--- src/hw/rtl/bhc_pkg.sv ---
// Shared types and constants of the bucketed histogram counter.
package bhc_pkg;

  localparam int BIN_W       = 11;
  localparam int MAXV_W      = 11;
  localparam int BLEN_W      = 10;
  localparam int COUNT_OUT_W = 32;
  localparam int CFG_IDX_W   = 4;
  localparam int CFG_DATA_W  = 16;

  localparam logic [MAXV_W-1:0] MAXV_RESET = MAXV_W'(1024);
  localparam logic [BLEN_W-1:0] BLEN_RESET = BLEN_W'(16);

  localparam logic [CFG_IDX_W-1:0] REG_MAX_BIN       = CFG_IDX_W'(0);
  localparam logic [CFG_IDX_W-1:0] REG_BUCKET_LENGTH = CFG_IDX_W'(1);

  localparam logic OP_INCR = 1'b0;
  localparam logic OP_READ = 1'b1;

  typedef struct packed {
    logic [COUNT_OUT_W-1:0] count;
    logic                   bucket_touched;
    logic                   out_of_range;
  } result_t;

  typedef struct packed {
    logic rd_en;
    logic wr_en;
  } mem_ctrl_t;

  typedef struct packed {
    logic clearing;
  } mem_stat_t;

endpackage

--- src/hw/rtl/bhc_divider.sv ---
// Bit-serial restoring divider: bin slot over bucket length, one quotient bit per cycle.
module bhc_divider (
  input  logic                        clk_i,
  input  logic                        rst_ni,
  input  logic                        start_i,
  input  logic [bhc_pkg::BIN_W-1:0]   dividend_i,
  input  logic [bhc_pkg::BLEN_W-1:0]  divisor_i,
  output logic                        done_o,
  output logic [bhc_pkg::BIN_W-1:0]   quotient_o
);

  localparam int QW     = bhc_pkg::BIN_W;
  localparam int RW     = bhc_pkg::BLEN_W;
  localparam int STEP_W = $clog2(QW + 1);

  logic              busy_q, busy_d;
  logic              done_q, done_d;
  logic [STEP_W-1:0] step_q, step_d;
  logic [RW-1:0]     rem_q, rem_d;
  logic [QW-1:0]     quo_q, quo_d;
  logic [RW-1:0]     div_q, div_d;
  logic [RW:0]       trial;
  logic [RW:0]       diff;
  logic              fits;

  always_comb begin
    busy_d = busy_q;
    done_d = 1'b0;
    step_d = step_q;
    rem_d  = rem_q;
    quo_d  = quo_q;
    div_d  = div_q;
    trial  = {rem_q, quo_q[QW-1]};
    diff   = trial - {1'b0, div_q};
    fits   = trial >= {1'b0, div_q};
    if (start_i) begin
      busy_d = 1'b1;
      step_d = '0;
      rem_d  = '0;
      quo_d  = dividend_i;
      div_d  = divisor_i;
    end else if (busy_q) begin
      rem_d  = fits ? diff[RW-1:0] : trial[RW-1:0];
      quo_d  = {quo_q[QW-2:0], fits};
      step_d = step_q + STEP_W'(1);
      if (step_q == STEP_W'(QW - 1)) begin
        busy_d = 1'b0;
        done_d = 1'b1;
      end
    end
  end

  always_ff @(posedge clk_i or negedge rst_ni) begin
    if (!rst_ni) begin
      busy_q <= 1'b0;
      done_q <= 1'b0;
      step_q <= '0;
      rem_q  <= '0;
      quo_q  <= '0;
      div_q  <= '0;
    end else begin
      busy_q <= busy_d;
      done_q <= done_d;
      step_q <= step_d;
      rem_q  <= rem_d;
      quo_q  <= quo_d;
      div_q  <= div_d;
    end
  end

  assign done_o     = done_q;
  assign quotient_o = quo_q;

endmodule

--- config.mk ---
export PLATFORM = sky130hd
export DESIGN_NAME = bhc_divider
export DESIGN_NICKNAME = d
export VERILOG_FILES = /design/src/hw/rtl/bhc_pkg.sv /design/src/hw/rtl/bhc_divider.sv
export SDC_FILE = /design/constraint.sdc
export NUM_CORES = 1
export LEC_CHECK = 0
export BUFFER_PORTS_ARGS = -buffer_cell sky130_fd_sc_hd__buf_2
export CAP_MARGIN = 20
export CELL_PAD_IN_SITES_DETAIL_PLACEMENT = 1
export CELL_PAD_IN_SITES_GLOBAL_PLACEMENT = 1
export CORE_MARGIN = 5
export CORE_UTILIZATION = 46
export CTS_CLUSTER_SIZE = 14
export DETAILED_ROUTE_END_ITERATION = 6
export PLACE_DENSITY = 0.83
export SETUP_SLACK_MARGIN = 0.3
export SLEW_MARGIN = 5
export SYNTH_ARGS = -nofsm -noshare
export SYNTH_HDL_FRONTEND = slang
export SYNTH_SLANG_ARGS = --single-unit
--- constraint.sdc ---
create_clock -name clk_i -period 3.77 [get_ports clk_i]
set_input_delay 0.754 -clock clk_i [delete_from_list [all_inputs] [get_ports clk_i]]
set_output_delay 0.754 -clock clk_i [all_outputs]
set_load 0.03 [all_outputs]
Word-level counts from Yosys, hierarchy flattened
Index checks and enable logic that the tools add are counted.
- add/sub/neg operators: 2
- order comparisons: 1
- eq/ne operators: 1
- muxes and demuxes: 13
- reductions and logical operators: 1
- operators with widths (operator ; count):
    $mux W10 ; 3
    $mux W11 ; 2
    $ge A11 B10 Y1 ; 1
    $sub A10 B10 Y10 ; 1
    $mux W4 ; 2
    $mux W1 ; 6
    $add A4 B1 Y4 const B ; 1
    $eq A4 B4 Y1 const B ; 1
    $reduce_bool A2 Y1 ; 1
- bits in registers: 37
- bits of input ports: 24
- output and inout bits: 12
- logic and storage cells: 24

Longest topological paths before layout
Gate-level depths: netlist of the first run.
- depth in word-level cells: 4
- mapped depth: 9
- mapped depth without buffers: 9

Least setup slack after synthesis of the first run
OpenSTA, ideal clock, no wires.
- path kind: register -> register
- from: register quo_q[10], in the netlist quotient_o[10]
- to: register rem_q[6]
- setup time: 0.094 ns
- arrival: 2.272 ns
- required time: 3.676 ns
- path slack: 1.404 ns
- cell stages (with the launch flop): 10
- path buffers: 0
- clock period less this slack: 2.366 ns
- path through: dfrtp_1 inv_1 ha_1 inv_1 fa_1 a211oi_1 nor2_1 or4_1 and4_1 a211oi_1
- longest elaborated chain between the ends: 4
- elaborated cells on any way between the ends: 5
- those cells by class: add/sub (1); order compare (1); mux (3)
- RTL lines (item ; RTL line ; source):
    from (decl) ; bhc_divider.sv:20 ; logic [QW-1:0] quo_q, quo_d;
    from (signal assigned) ; bhc_divider.sv:66 ; quo_q <= quo_d;
    $sub A10 B10 Y10 or $ge A11 B10 Y1 (tied branches) ; bhc_divider.sv:34, bhc_divider.sv:35 ;
    $mux W10 (*) ; bhc_divider.sv:43 ; rem_d = fits ? diff[RW-1:0] : trial[RW-1:0];
    $mux W10 (*) ; bhc_divider.sv:42 ; end else if (busy_q) begin
    $mux W10 (*) ; bhc_divider.sv:36 ; if (start_i) begin
    to (signal assigned) ; bhc_divider.sv:65 ; rem_q <= rem_d;
    to (decl) ; bhc_divider.sv:19 ; logic [RW-1:0] rem_q, rem_d;
Mark *: on every way between the ends. The rest lies on a longest branch, timed or not. The select of a mux whose other input is x is not followed.
A chain may end at the register's enable or synchronous reset.

Worst setup path after layout of the first run
Same ends and word-level chain as after synthesis.

==> reports/qor.yml, run 1 <==
htree_levels: 2
worst_path_largest_cell_delay_ps: 420
setup_viol: 0
drt-total-wl_mm: 5.29
ios: 36
dp_slack_ps: 1400
netlist.area_leader.share_pct: 42.4
placed_area_mm2: 0.00240
reg2reg_depth: 9
core_mm2: 0.00466
antenna_found_initial: 0
ant_nets: 0
fp.dieW_um: 78.9
drive_above_1_share_pct: 20.9
fin_util_pct: 53.7
clock_tree.buffer_depth: 2
postCtsSetupBuffers: 0
post-dp-hpwl_mm: 3.90
startpoint_type: "flip-flop"
path_cells: "inv_1 -> ha_1 -> inv_1 -> fa_1 -> a211oi_1 -> nor2_1 -> or4_1 -> and4_1 -> a211oi_1"
hold_buffers: 0
required_ps: 3980
hp-class: "reg -> reg"
grt_pass1_wl_mm: 9.01
power_mw: 1.58
cts_tree: "yes"
grt_pass1_vias: 1865
p_per_area_mw_per_mm2: 631
grt_setup_unrepaired: "false"
area_growth_pct: 14.5
syn_nets: 270
fillerInstances: 560
dieArea_mm2: 0.00623
tightestPinTransition_ps: 833
cp_slowest_cell: "fa_1"
fin_skew_ps: 9.78
criticalPathCategory: "reg -> reg"
cts_buffers: 5
cts_resized: 0
final_max_slew_viol_count: 0
cp.arrival_ps: 2580
netlist_top_cells_area: "dfrtp_1, ha_1, o21ai_0, nand2_1, mux2i_1"
yosysUniqueCellTypes: 45
vias: 1811
num_antenna_cells: 0
grt_overflow_total: 0
clk_latency_ps: 300
worstSetupEndpoint: "rem_q[6]"
clock-sinks: 37
r2r-end: "rem_q[6]"
finalWorstSetupSlack_ps: 1400
via_per_inst: 5.62
setup_tns_ps: 0
avgSynthCellArea_um2: 9.38
finalInstanceArea_mm2: 0.00250
worstReg2RegStart: "quotient_o[10]"
fmax_mhz: 422
dieHeight_um: 78.9
hold_ws_ps: 513
nets: 304
cp-startpoint: "quotient_o[10]"
final_cells: 322
ys_async_sr_fraction_pct: 100
root_buffer: "clkbuf_8"
syn_area_mm2: 0.00218
cap_viol_max_count: 0
total_leakage_power_nw: 1.26
final_hold_viol_count: 0
synth_flop_cell: "dfrtp_1"
start_util_pct: 46.9
drcViolationCount: 0
synth_cells: 233
globalplace.congestion: 0.849
maxSlewHeadroom_pct: 44.5
drtIter0Drc: 41
ys.warnings.count: 0
path_max_fanout: 4
rows: 25
fin_crit_ps: 2370
status: "finished clean"
path_clk_slew_ps: 80
finalCritPeriodShare_pct: 62.9
wl_per_cell_um: 16.4
r2r_setup_slack_ps: 1400
grt_max_degree: 38
ys_ff_latch: 37
drt_pass1_iterations: 4
yosys.area.top_type: "dfrtp_1"
end_kind: "flip-flop"
placed_cells: 314
peakVddDrop_mv: 0.241
synth_edf_count: 0
port_buffers: 35
track_usage_pct: 18.3
synth-seq-area-share_pct: 42.4
==> sequential cells by signal (all words and copies together), names as in the netlist <==
name        cells
quotient_o     11
busy_q          1
rem_q          10
done_o          1
div_q          10
step_q          4
==> cell usage after synthesis (all sizes together) (2+ instances only) <==
cell type  count
o21bai         2
o21ai         26
xor2           6
clkbuf         9
dfrtp         37
inv           16
o211ai         2
a311oi         6
a211o          2
nand3b         4
a21o           3
nand2         29
a21oi          8
o31ai          4
a211oi         4
nand2b         2
nor2          19
nand4          2
mux2i         10
a31oi          2
nor3b          4
nand3          6
nor3           3
ha            12
==> worst min-delay path by stage <==
stage / start / end / cells after the start
2_1_floorplan: rst_ni / busy_q / 0
3_3_place_gp: div_q[0] / div_q[0] / 1
3_5_place_dp: div_q[0] / div_q[0] / 1
4_1_cts: div_q[0] / div_q[0] / 1
5_1_grt: div_q[0] / div_q[0] / 1
6_report: div_q[0] / div_q[0] / 1
==> kinds of logic after synthesis <==
family / synth area share (%)
AOI/OAI and AO/OA: 21.6
adders and majority gates: 7.79
buffers and inverters: 4.47
DFF: 42.4
xor gates and xnor gates: 2.81
muxes: 5.10
and+or+nand+nor: 15.9
==> final cells by class <==
cell class / count / area (um^2) / area share (%)
clock buffers: 6 / 82.6 / 3.30
clock inverters: 2 / 13.8 / 0.550
well taps: 54 / 67.6 / 2.70
multi-input cells: 170 / 1160 / 46.4
flip-flops and latches: 37 / 926 / 37.0
inverters: 16 / 60.1 / 2.40
repair buffers: 37 / 190 / 7.60
==> critical path, delay by kind of cell, from the launching register on <==
family                     cells  cell delay, ps
AOI/OAI and AO/OA              2             480
adders and majority gates      2             580
buffers and inverters          2             140
DFF                            1             390
and+or+nand+nor                3             710
==> power by group <==
part / switching [mW] / total [mW] / internal (mW)
clock: 0.149 / 0.297 / 0.148
combinational: 0.456 / 0.750 / 0.294
sequential: 0.0592 / 0.529 / 0.470
==> cells in the final DEF, fill, tap and decap left out, types with 2 or more instances in the layout <==
| cell type | count |
|---|---|
| a211o_1 | 2 |
| a211oi_1 | 3 |
| a21o_1 | 2 |
| a21oi_1 | 5 |
| a21oi_2 | 2 |
| a311oi_1 | 6 |
| a31oi_1 | 2 |
| buf_2 | 35 |
| buf_4 | 2 |
| clkbuf_8 | 6 |
| dfrtp_1 | 37 |
| ha_1 | 12 |
| inv_1 | 16 |
| mux2i_1 | 10 |
| nand2_1 | 29 |
| nand2b_1 | 2 |
| nand3_1 | 6 |
| nand3b_1 | 4 |
| nand4_1 | 2 |
| nor2_1 | 19 |
| nor3_1 | 3 |
| nor3b_1 | 4 |
| o211ai_1 | 2 |
| o21ai_0 | 25 |
| o21bai_1 | 2 |
| o31ai_1 | 3 |
| xor2_1 | 6 |
==> layer usage <==
layer | global-route usage [%] | vias up | routed length [um]
li1 | - | 898 | -
met2 | 32.9 | 25 | 2700
met1 | 22.3 | 883 | 2360
met5 | 0 | - | 0
met4 | 4.64 | 0 | 60
met3 | 3.97 | 5 | 165
Note: power is estimated with default switching activity, not from simulation.
==> run 2: changes to the inputs <==
--- a/config.mk
+++ b/config.mk
@@ -10,10 +10,10 @@
 export CELL_PAD_IN_SITES_DETAIL_PLACEMENT = 1
 export CELL_PAD_IN_SITES_GLOBAL_PLACEMENT = 1
 export CORE_MARGIN = 5
-export CORE_UTILIZATION = 46
+export CORE_UTILIZATION = 43
 export CTS_CLUSTER_SIZE = 14
 export DETAILED_ROUTE_END_ITERATION = 6
-export PLACE_DENSITY = 0.83
+export PLACE_DENSITY = 0.79
 export SETUP_SLACK_MARGIN = 0.3
 export SLEW_MARGIN = 5
 export SYNTH_ARGS = -nofsm -noshare
==> constraint.sdc (replaced) <==
create_clock -name clk_i -period 2.3 [get_ports clk_i]
set_input_delay 0.46 -clock clk_i [delete_from_list [all_inputs] [get_ports clk_i]]
set_output_delay 0.46 -clock clk_i [all_outputs]
set_load 0.03 [all_outputs]
==> reports/qor.yml, run 2 (synthesized netlist as in run 1, its figures left out) <==
cp_slowest_cell: "dfrtp_2"
criticalPathCategory: "reg -> reg"
p_clk_share_pct: 17.9  # -1.0 points
crit_buf_inv: 2  # unchanged
post-dp-hpwl_mm: 4.37  # +12%
end_kind: "flip-flop"
final_max_slew_viol_count: 0  # unchanged
grt_setup_unrepaired: "true"
drt_pass1_iterations: 4  # unchanged
fp.dieW_um: 81.3  # +3.0%
via_per_inst: 5.64  # +0.30%
fmax_mhz: 483  # +15%
start_util_pct: 43.6  # -3.3 points
root_buffer: "clkbuf_8"
p_sw_mw: 1.40  # +110%
fillerInstances: 601  # +7.3%
netSwitchingFraction_pct: 41.8  # -0.40 points
largest_reg_flops: 11  # unchanged
startpoint_type: "flip-flop"
p_per_area_mw_per_mm2: 1140  # +81%
core_mm2: 0.00501  # +7.5%
path_max_fanout: 2  # -2
comb_power_share_pct: 55.2  # +7.6 points
drt-total-wl_mm: 6.86  # +30%
ios: 36  # unchanged
cap_viol_max_count: 0  # unchanged
status: "finished clean"
peakVddDrop_mv: 0.438  # +82%
path_clk_slew_ps: 80  # about the same
tightestPinTransition_ps: 723  # -110 ps
clock_tree.buffer_depth: 2  # unchanged
cpLargestDelayFamily: "simple AND/OR/NAND/NOR gates"
cts_buffers: 5  # unchanged
drtIter0Drc: 92  # +120%
grt_pass1_wl_mm: 11.1  # +24%
clock-sinks: 37  # unchanged
globalplace.congestion: 0.889  # +4.7%
clk_latency_ps: 290  # about the same
setup_tns_ps: 0  # unchanged
maxSlewHeadroom_pct: 51.8  # +7.3 points
area_growth_pct: 34.0
worst_path_largest_cell_delay_ps: 410  # about the same
grt_max_degree: 22  # -42%
seq_area_um2: 928  # +0.27%
finalCritPeriodShare_pct: 90.0  # +27 points
rows: 26  # +4.0%
nets: 328  # +7.9%
fin_crit_ps: 2070  # -301 ps
drcViolationCount: 0  # unchanged
hp-class: "in -> reg"
path_cells: "inv_2 -> ha_4 -> inv_2 -> fa_2 -> a211oi_2 -> nor2_2 -> or4_1 -> and4_1 -> a211oi_2"
total_leakage_power_nw: 1.38  # +9.7%
multiInputGateArea_mm2: 0.00137  # +18%
vias: 2042  # +13%
antenna_found_initial: 0  # unchanged
htree_levels: 2  # unchanged
ant_nets: 0  # unchanged
drive_above_1_share_pct: 36.6  # +16 points
final_hold_viol_count: 0  # unchanged
placed_cells: 340  # +8.3%
intPower_mw: 1.95  # +110%
required_ps: 2510  # -1470 ps
final_cells: 362  # +12%
dieArea_mm2: 0.00661  # +6.1%
port_buffers: 35  # unchanged
fin_skew_ps: 5.70  # -4.09 ps
cp.arrival_ps: 2280  # -300 ps
grt_overflow_total: 0  # unchanged
power_mw: 3.35  # +110%
num_antenna_cells: 0  # unchanged
seqPwrFrac_pct: 26.9  # -6.7 points
hold_ws_ps: 378  # -135 ps
cts_tree: "yes"
track_usage_pct: 22.3  # +4.0 points
wl_per_cell_um: 19.0  # +15%
final_cell_mix: "dfrtp_1, buf_2, nand2_1"
grt_pass1_vias: 2235  # +20%
setup_viol: 0  # unchanged
dieHeight_um: 81.3  # +3.0%
==> run 2: stage by stage <==
| step | setup slack [ps] | cell area [um^2] | util (%) |
|---|---|---|---|
| floorplan | 127 | 2210 | - |
| global placement | 150 | 2520 | 50.3 |
| detailed placement | 132 | 2520 | 50.3 |
| CTS | 200 | 2860 | 57.1 |
| global route | 153 | 2930 | 58.4 |
| finish | 229 | 2930 | 58.4 |
==> run 2: tightest hold or removal path: stages <==
cell and delay (ps):
buf_2 70, nand2_1 40, o21ai_0 60
==> run 2: per-layer routing <==
metal | GRT usage (%) | share of wire (%)
met4 | 9.97 | 3.0
met1 | 27.2 | 41
met3 | 4.77 | 4.3
met5 | 0 | 0
met2 | 37.7 | 52
==> run 2: timing repair <==
item / in CTS / in global routing
gates cloned: 1 / 0
endpoints found under the hold margin: 3 / 0
gates resized for setup: 24 / 10
hold buffers: 1 / 0
setup endpoints to repair: 11 / 11
pin swaps: 15 / 7
setup buffers: 9 / 3
==> run 2: final cells by class <==
class,count,area share [%]
multi-input combinational,171,46.6
sequential,37,31.7
timing repair buffer,60,12.5
tap,70,2.99
clock buffer,6,2.82
inverter,16,2.05
clock inverter,2,1.28
==> run 2: worst paths after layout <==
kind / from / to / slack (ps) / depth (start not counted)
min in group asynchronous: rst_ni / div_q[7] / 510 / 2
max reg2reg: quotient_o[10] / rem_q[6] / 230 / 9
max: quotient_o[10] / rem_q[6] / 230 / 9
min reg2reg: step_q[3] / step_q[3] / 560 / 2
min: divisor_i[1] / div_q[1] / 380 / 3
max in group asynchronous: rst_ni / rem_q[0] / 1290 / 3
==> run 2: power groups by stage <==
stage / Sequential (mW) / Clock (mW) / Combinational (mW)
after detailed placement: 0.890 / 0 / 1.36
after global routing: 0.913 / 0.644 / 1.98
after floorplan: 0.907 / 0 / 0.904
after global placement: 0.884 / 0 / 1.34
after CTS: 0.890 / 0.615 / 1.67
final: 0.900 / 0.600 / 1.85
==> run 3: changes to the inputs <==
--- a/config.mk
+++ b/config.mk
@@ -5,15 +5,16 @@
 export SDC_FILE = /design/constraint.sdc
 export NUM_CORES = 1
 export LEC_CHECK = 0
+export ABC_AREA = 1
 export BUFFER_PORTS_ARGS = -buffer_cell sky130_fd_sc_hd__buf_2
 export CAP_MARGIN = 20
 export CELL_PAD_IN_SITES_DETAIL_PLACEMENT = 1
 export CELL_PAD_IN_SITES_GLOBAL_PLACEMENT = 1
 export CORE_MARGIN = 5
-export CORE_UTILIZATION = 43
+export CORE_UTILIZATION = 41
 export CTS_CLUSTER_SIZE = 14
 export DETAILED_ROUTE_END_ITERATION = 6
-export PLACE_DENSITY = 0.79
+export PLACE_DENSITY = 0.78
 export SETUP_SLACK_MARGIN = 0.3
 export SLEW_MARGIN = 5
 export SYNTH_ARGS = -nofsm -noshare
==> reports/qor.yml, run 3 <==
fp.dieW_um: 83.5  # +2.8%
hp-class: "in -> async"
total_leakage_power_nw: 1.42  # +2.7%
p_per_area_mw_per_mm2: 1060  # -7.6%
end_kind: "flip-flop"
required_ps: 2490  # -20 ps
clk_latency_ps: 290  # about the same
netlist.area_leader.share_pct: 41.8  # -0.60 points
status: "finished clean"
criticalPathCategory: "reg -> reg"
ios: 36  # unchanged
globalplace.congestion: 0.778  # -13%
clock-sinks: 37  # unchanged
cp.arrival_ps: 2040  # -240 ps
synth_flop_cell: "dfrtp_1"
hold_ws_ps: 259  # -119 ps
ant_nets: 0  # unchanged
drt_pass1_iterations: 6  # +2
fin_skew_ps: 3.02  # -2.68 ps
drt-total-wl_mm: 5.69  # -17%
dieHeight_um: 83.5  # +2.8%
met2WireLength_mm: 2.77  # -22%
yosysUniqueCellTypes: 30  # -33%
ys_async_sr_fraction_pct: 100  # unchanged
yosysMostFrequentCell: "nand2_1"
peakVddDrop_mv: 0.350  # -20%
post-dp-hpwl_mm: 4.30  # -1.7%
tightestPinTransition_ps: 837  # +114 ps
final_cell_mix: "nand2_1, inv_1, dfrtp_1"
grt_pass1_wl_mm: 9.80  # -12%
synth_edf_count: 0  # unchanged
path_clk_slew_ps: 80  # about the same
fin_crit_ps: 1840  # -229 ps
dieArea_mm2: 0.00697  # +5.6%
antenna_found_initial: 0  # unchanged
final_hold_viol_count: 0  # unchanged
drcViolationCount: 0  # unchanged
fmax_mhz: 543  # +12%
cts_tree: "yes"
finalInstanceArea_mm2: 0.00260  # -11%
yosys-top-cells-count: "nand2_1, inv_1, dfrtp_1"
wl_per_cell_um: 14.3  # -25%
avgSynthCellArea_um2: 7.67  # -18%
yosys.area.top_type: "dfrtp_1"
wl_met3_um: 239  # -20%
syn_area_mm2: 0.00222  # +1.4%
port_buffers: 35  # unchanged
grt_pass1_vias: 2116  # -5.3%
grt_max_degree: 38  # +73%
num_antenna_cells: 0  # unchanged
syn_nets: 326  # +21%
htree_levels: 2  # unchanged
area_growth_pct: 17.4
fillerInstances: 668  # +11%
rows: 26  # unchanged
highest_layer: "met4"
root_buffer: "clkbuf_8"
placed_area_mm2: 0.00244  # -3.4%
track_usage_pct: 17.1  # -5.2 points
vias: 1970  # -3.5%
ys.warnings.count: 0  # unchanged
synth-seq-area-share_pct: 41.8  # -0.60 points
core_mm2: 0.00517  # +3.2%
final_common_cell: "nand2_1"
final_max_slew_viol_count: 0  # unchanged
drive_above_1_share_pct: 19.2  # -17 points
start_util_pct: 42.8  # -0.77 points
nets: 364  # +11%
path_max_fanout: 6  # +4
startpoint_type: "flip-flop"
ys_ff_latch: 37  # unchanged
grt_overflow_total: 0  # unchanged
synth_cells: 289  # +24%
cts_buffers: 5  # unchanged
setup_viol: 0  # unchanged
maxSlewHeadroom_pct: 44.2  # -7.6 points
cap_viol_max_count: 0  # unchanged
wl_met1_mm: 2.62  # -6.7%
clock_tree.buffer_depth: 2  # unchanged
finalCritPeriodShare_pct: 80.1  # -10 points
netlist_top_cells_area: "dfrtp_1, nand2_1, ha_1, inv_1, nand3_1"
via_per_inst: 4.95  # -12%
largest_reg_flops: 11  # unchanged
drtIter0Drc: 43  # -53%
grt_setup_unrepaired: "false"
[run 3: changes by cell type in the layout (fill, tap and decap cells not counted), sizes merged, moves of 10 or more]
cell / previous run / this run
nor2: 19 / 7
buf: 59 / 40
inv: 16 / 40
o21ai: 26 / 15
mux2i: 10 / 0
nand2: 29 / 111
nand3: 6 / 17
[run 3: cells by family after synthesis]
family | share of synthesized area [%]
XOR/XNOR | 1.19
buffers and inverters | 9.71
flip-flops | 41.8
AND/OR/NAND/NOR | 30.5
AO/OA/AOI/OAI | 9.15
adder cells (fa/ha/maj) | 7.68
[run 3: metal layers]
layer	vias up	GRT usage, %
met2	35	29.4
met5	-	0
met1	933	21.2
met4	0	5.41
met3	8	3.85
li1	994	-
[run 3: repair_timing]
action                     CTS  global route
setup buffers                0             3
resized for setup            1             6
hold buffers                 0             0
gates cloned                 0             0
pin swaps                    0             1
setup endpoints to repair    9            12
[run 3: layout make-up]
class	instances	area (um^2)	share of cell area, %
multi-input combinational	201	1100	42.2
timing repair buffer	40	213	8.17
clock buffer	6	82.6	3.17
inverter	42	158	6.06
clock inverter	2	37.5	1.44
tap	70	87.6	3.37
sequential	37	926	35.6
[run 3: worst max-delay path, stage by stage, from the launching register on]
cell and delay (ps):
dfrtp_1 410, ha_1 400, nand2_2 90, nor2_2 140, nand3b_1 90, and2_4 180, buf_4 160, nand3_1 80
nand2_1 70, nand2_1 60, nand2_1 40
[run 3: report_power, final]
part	switching (mW)	internal, mW	leakage [nW]	total (mW)
sequential	0.0872	0.762	0.462	0.850
combinational	0.795	0.505	0.899	1.30
clock	0.248	0.353	0.0574	0.601
[run 3: final timing paths]
path,start,cells after the start,slack [ps],endpoint
max,rem_q[6],10,460,rem_q[5]
min,rst_ni,1,260,step_q[3]
max reg2reg,rem_q[6],10,460,rem_q[5]
min reg2reg,div_q[0],2,510,div_q[0]
max in group asynchronous,rst_ni,1,1520,rem_q[5]
min in group clk_i,divisor_i[0],3,370,div_q[0]
[run 3: through the flow]
step	instances	TNS, ps	setup slack (ps)	total power [mW]	util, %
finish	398	0	458	2.75	50.3
CTS	395	0	333	2.72	49.5
detailed placement	387	-620	-119	2.11	47.1
floorplan	289	0	473	1.86	-
global placement	387	-229	-32.7	2.06	47.1
global route	398	0	318	2.99	50.3
